===== src/hw/rtl/jsi_ram.sv =====
`timescale 1ns / 1ps
// ----------------------------------------------------------------------------
// jsi_ram: generic single-write, single-read memory
// One write port and one read port with registered read data.
// ----------------------------------------------------------------------------
module jsi_ram #(
  parameter int WIDTH = 32,
  parameter int DEPTH = 8
) (
  input  logic                                   clk,
  input  logic                                   we,
  input  logic [((DEPTH > 1) ? $clog2(DEPTH) : 1)-1:0] waddr,
  input  logic [WIDTH-1:0]                       wdata,
  input  logic [((DEPTH > 1) ? $clog2(DEPTH) : 1)-1:0] raddr,
  output logic [WIDTH-1:0]                       rdata
);

  logic [WIDTH-1:0] mem [DEPTH];

  // write and registered read
  always_ff @(posedge clk) begin
    if (we) begin
      mem[waddr] <= wdata;
    end
    rdata <= mem[raddr];
  end

endmodule

===== config.mk =====
export PLATFORM = sky130hd
export DESIGN_NAME = jsi_ram
export DESIGN_NICKNAME = d
export VERILOG_FILES = /design/src/hw/rtl/jsi_ram.sv
export SDC_FILE = /design/constraint.sdc
export NUM_CORES = 1
export LEC_CHECK = 0
export BUFFER_PORTS_ARGS = -buffer_cell sky130_fd_sc_hd__buf_2
export CORE_AREA = 2 2 111 221
export CTS_CLUSTER_DIAMETER = 50
export CTS_CLUSTER_SIZE = 14
export DETAILED_ROUTE_END_ITERATION = 10
export DIE_AREA = 0 0 113 223
export PLACE_DENSITY = 0.63
export SLEW_MARGIN = 20
export SYNTH_ARGS = -nofsm -noshare
export SYNTH_HDL_FRONTEND = slang
export SYNTH_SLANG_ARGS = --single-unit

===== constraint.sdc =====
create_clock -name clk -period 10.55 [get_ports clk]
set_input_delay 3.165 -clock clk [delete_from_list [all_inputs] [get_ports clk]]
set_output_delay 3.165 -clock clk [all_outputs]
set_load 0.005 [all_outputs]

==> impl_metrics.py <==
metrics = {
    "route": {
        "routedWlPerCell_um": 22.43,
        "drtIter0Drc": 399,
        "drc": 10,
        "wl_um": 18140,
        "avgViaCountPerCell": 5.373,
        "dr.pass1.iters": 7,
        "ant_nets": 0,
        "vias": 4347,
    },
    "yosys": {
        "ys.flop_type": "edfxtp_1",
        "syn-num-nets": 455,
        "synth-seq-cells": 288,
        "synth_edf_count": 256,
        "postSynthAreaPerCell_um2": 25.22,
        "ys_warn_count": 0,
        "synthTopCellsByArea": "edfxtp_1, mux4_1, dfxtp_1, mux4_2, mux2_2",
        "synth_cell_type_count": 13,
        "post_synth_inst_count": 415,
        "synth.top_cell.area_share": 0.7345,
        "async_reset_ff_frac": 0,
        "yosysMostFrequentCell": "edfxtp_1",
        "yosys.area.top_type": "edfxtp_1",
        "yosysSeqAreaShare": 0.7957,
        "synth_commonest_cells": "edfxtp_1, mux4_1, dfxtp_1, mux2_2, mux4_2",
        "syn_area_um2": 10470,
    },
    "setup_path": {
        "cp-start-kind": "input pin",
        "crit_required_ns": 10.94,
        "crit_top_cell": "buf_4",
        "cp.arrival_ns": 5.19,
        "startpoint": "raddr[0]",
        "worstSetupEndpointType": "flip-flop",
        "crit_path_max_incr_delay_ns": 0.66,
        "crit_path_top_delay_cell": "buf_4",
        "critical_path_class": "in2reg",
        "path_cells": "buf_4 > buf_4 > mux4_1 > mux2_2",
        "path_max_fanout": 40,
        "timing.rr.start": "mem[1][31]",
    },
    "clock_tree": {
        "h-tree-depth": 1,
        "holdBufCountCts": 0,
        "cts_tree": "built",
        "clk_pin_slew_worst_paths_ns": 0.07,
        "post_cts_buffers": 0,
        "insertion_delay_ns": 0.50,
        "cts_buffers": 24,
        "clock_sinks": 288,
        "cts.repair.resized": 0,
        "clockBufferDepth": 3,
        "cts_root_buf": "clkbuf_16",
    },
    "run_status": {
        "violations": "DRC",
        "status": "finished with violations",
    },
    "global_route": {
        "first_global_vias": 4589,
        "grt_usage": 0.1444,
        "grt_max_degree": 65,
        "grt_antenna_before_repair": 1,
        "grt_pass1_wl_um": 27340,
        "grt_overflow": 0,
    },
    "sta": {
        "fin_tns_setup_ns": 0,
        "worst_pin_slew_ns": 0.9949,
        "grt_setup_unrepaired": "no",
        "max_slew_margin": 0.3368,
        "period_minus_slack_ns": 4.795,
        "worst_slack_ns": 5.755,
        "finalHoldViolCount": 0,
        "finalClockSkew_ns": 0.01101,
        "final.period_utilization": 0.4545,
        "slew_viol_final": 0,
        "fmax_ghz": 0.2085,
        "setup_viol_count_final": 0,
    },
    "die": {
        "chipHeight_um": 223,
        "die-area_um2": 25200,
        "rows": 80,
        "placeableCoreArea_um2": 23620,
        "io_pins": 72,
        "die_w_um": 113,
        "start_util": 0.4431,
    },
    "hold_path": {
        "min-delay-start": "mem[2][26]",
        "hold_class": "reg2reg",
    },
    "place": {
        "gp_congestion": 0.6473,
        "io_buffer_count": 71,
        "dpl-instance-area_um2": 11190,
        "dpl.hpwl_um": 8851,
        "dp_slack_ns": 5.150,
        "dp.cells": 765,
    },
    "job": {
        "max_cap_violations": 0,
    },
    "power_and_ir_drop": {
        "p_per_area_nw_per_um2": 186.4,
        "p_seq_frac": 0.586,
        "p_leak_nw": 3.984,
        "ir_drop_mv": 0.1497,
        "combPwrFrac": 0.051,
        "clkPwrFrac": 0.363,
        "p_switching_w": 0.0004306,
        "p_int_w": 0.001785,
        "swShare": 0.1943,
    },
    "finish": {
        "final_area_um2": 11890,
        "fin_util": 0.5032,
        "final_layout_size_suffix_gt1_frac": 0.3282,
        "fin_nets": 544,
        "syn_to_final_growth_pct": 13.57,
        "fin_cells": 809,
    },
}
per-stage QoR:
step                      hold slack [ns]  total power [W]
after global routing               0.6784         0.002298
after detailed placement           0.6590         0.001440
after global placement             0.6448         0.001436
after floorplan                    0.6408         0.001388
after CTS                          0.6658         0.002250
final                              0.6585         0.002216
cell type report:
| cell class | instances | area (um2) |
|---|---|---|
| fillers | 1870 | 11740 |
| flip-flops and latches | 288 | 8328 |
| multi-input cells | 109 | 2066 |
| clock buffers | 42 | 689.4 |
| repair buffers | 81 | 432.9 |
| well taps | 287 | 359.1 |
| clock inverters | 1 | 8.758 |
| diodes | 1 | 2.502 |
cells by family after synthesis:
kind of cell,after synthesis,share of synthesized area
AND/OR/NAND/NOR,13,0.005619
buffers and inverters,18,0.01219
flip-flops,288,0.7957
multiplexers,96,0.1865
power by group through the flow:
stage	Sequential, W	Combinational (W)	Clock [W]
final	0.00130	0.000113	0.000804
after global routing	0.00130	0.000124	0.000872
after CTS	0.00130	0.000117	0.000834
after detailed placement	0.00132	0.000117	0
after global placement	0.00132	0.000113	0
after floorplan	0.00132	0.0000651	0
worst paths after layout:
| check | to | slack (ns) | cells after the start |
|---|---|---|---|
| hold / removal | rdata[26] | 0.66 | 2 |
| hold reg to reg | rdata[26] | 0.66 | 2 |
| setup / recovery | rdata[31] | 5.75 | 4 |
| setup reg to reg | rdata[31] | 9.22 | 2 |
metal layers:
metal  vias to the layer above  track usage  wire [um]
met3                        19      0.02336        792
li1                       1956            -          -
met4                         0      0.03147        232
met1                      2278       0.1940       7734
met2                        94       0.2494       9382
met5                         -            0          0
cells in the final DEF, fill, tap and decap left out, drive strengths merged:
| cell | count |
|---|---|
| mux2 | 32 |
| clkinv | 1 |
| mux4 | 64 |
| clkbuf | 42 |
| dfxtp | 32 |
| edfxtp | 256 |
| nand2 | 2 |
| buf | 81 |
| nand2b | 3 |
| nor3 | 2 |
| diode | 1 |
| nor2 | 6 |
sequential cells by signal, summed over array words and instances, names as in the netlist:
register	flops
rdata	32
mem	256
critical path, delay by kind of cell:
family,cells,cell delay (ns)
buffers and inverters,2,1.03
muxes,2,0.93
No activity file was read; power rests on OpenSTA's default activity.
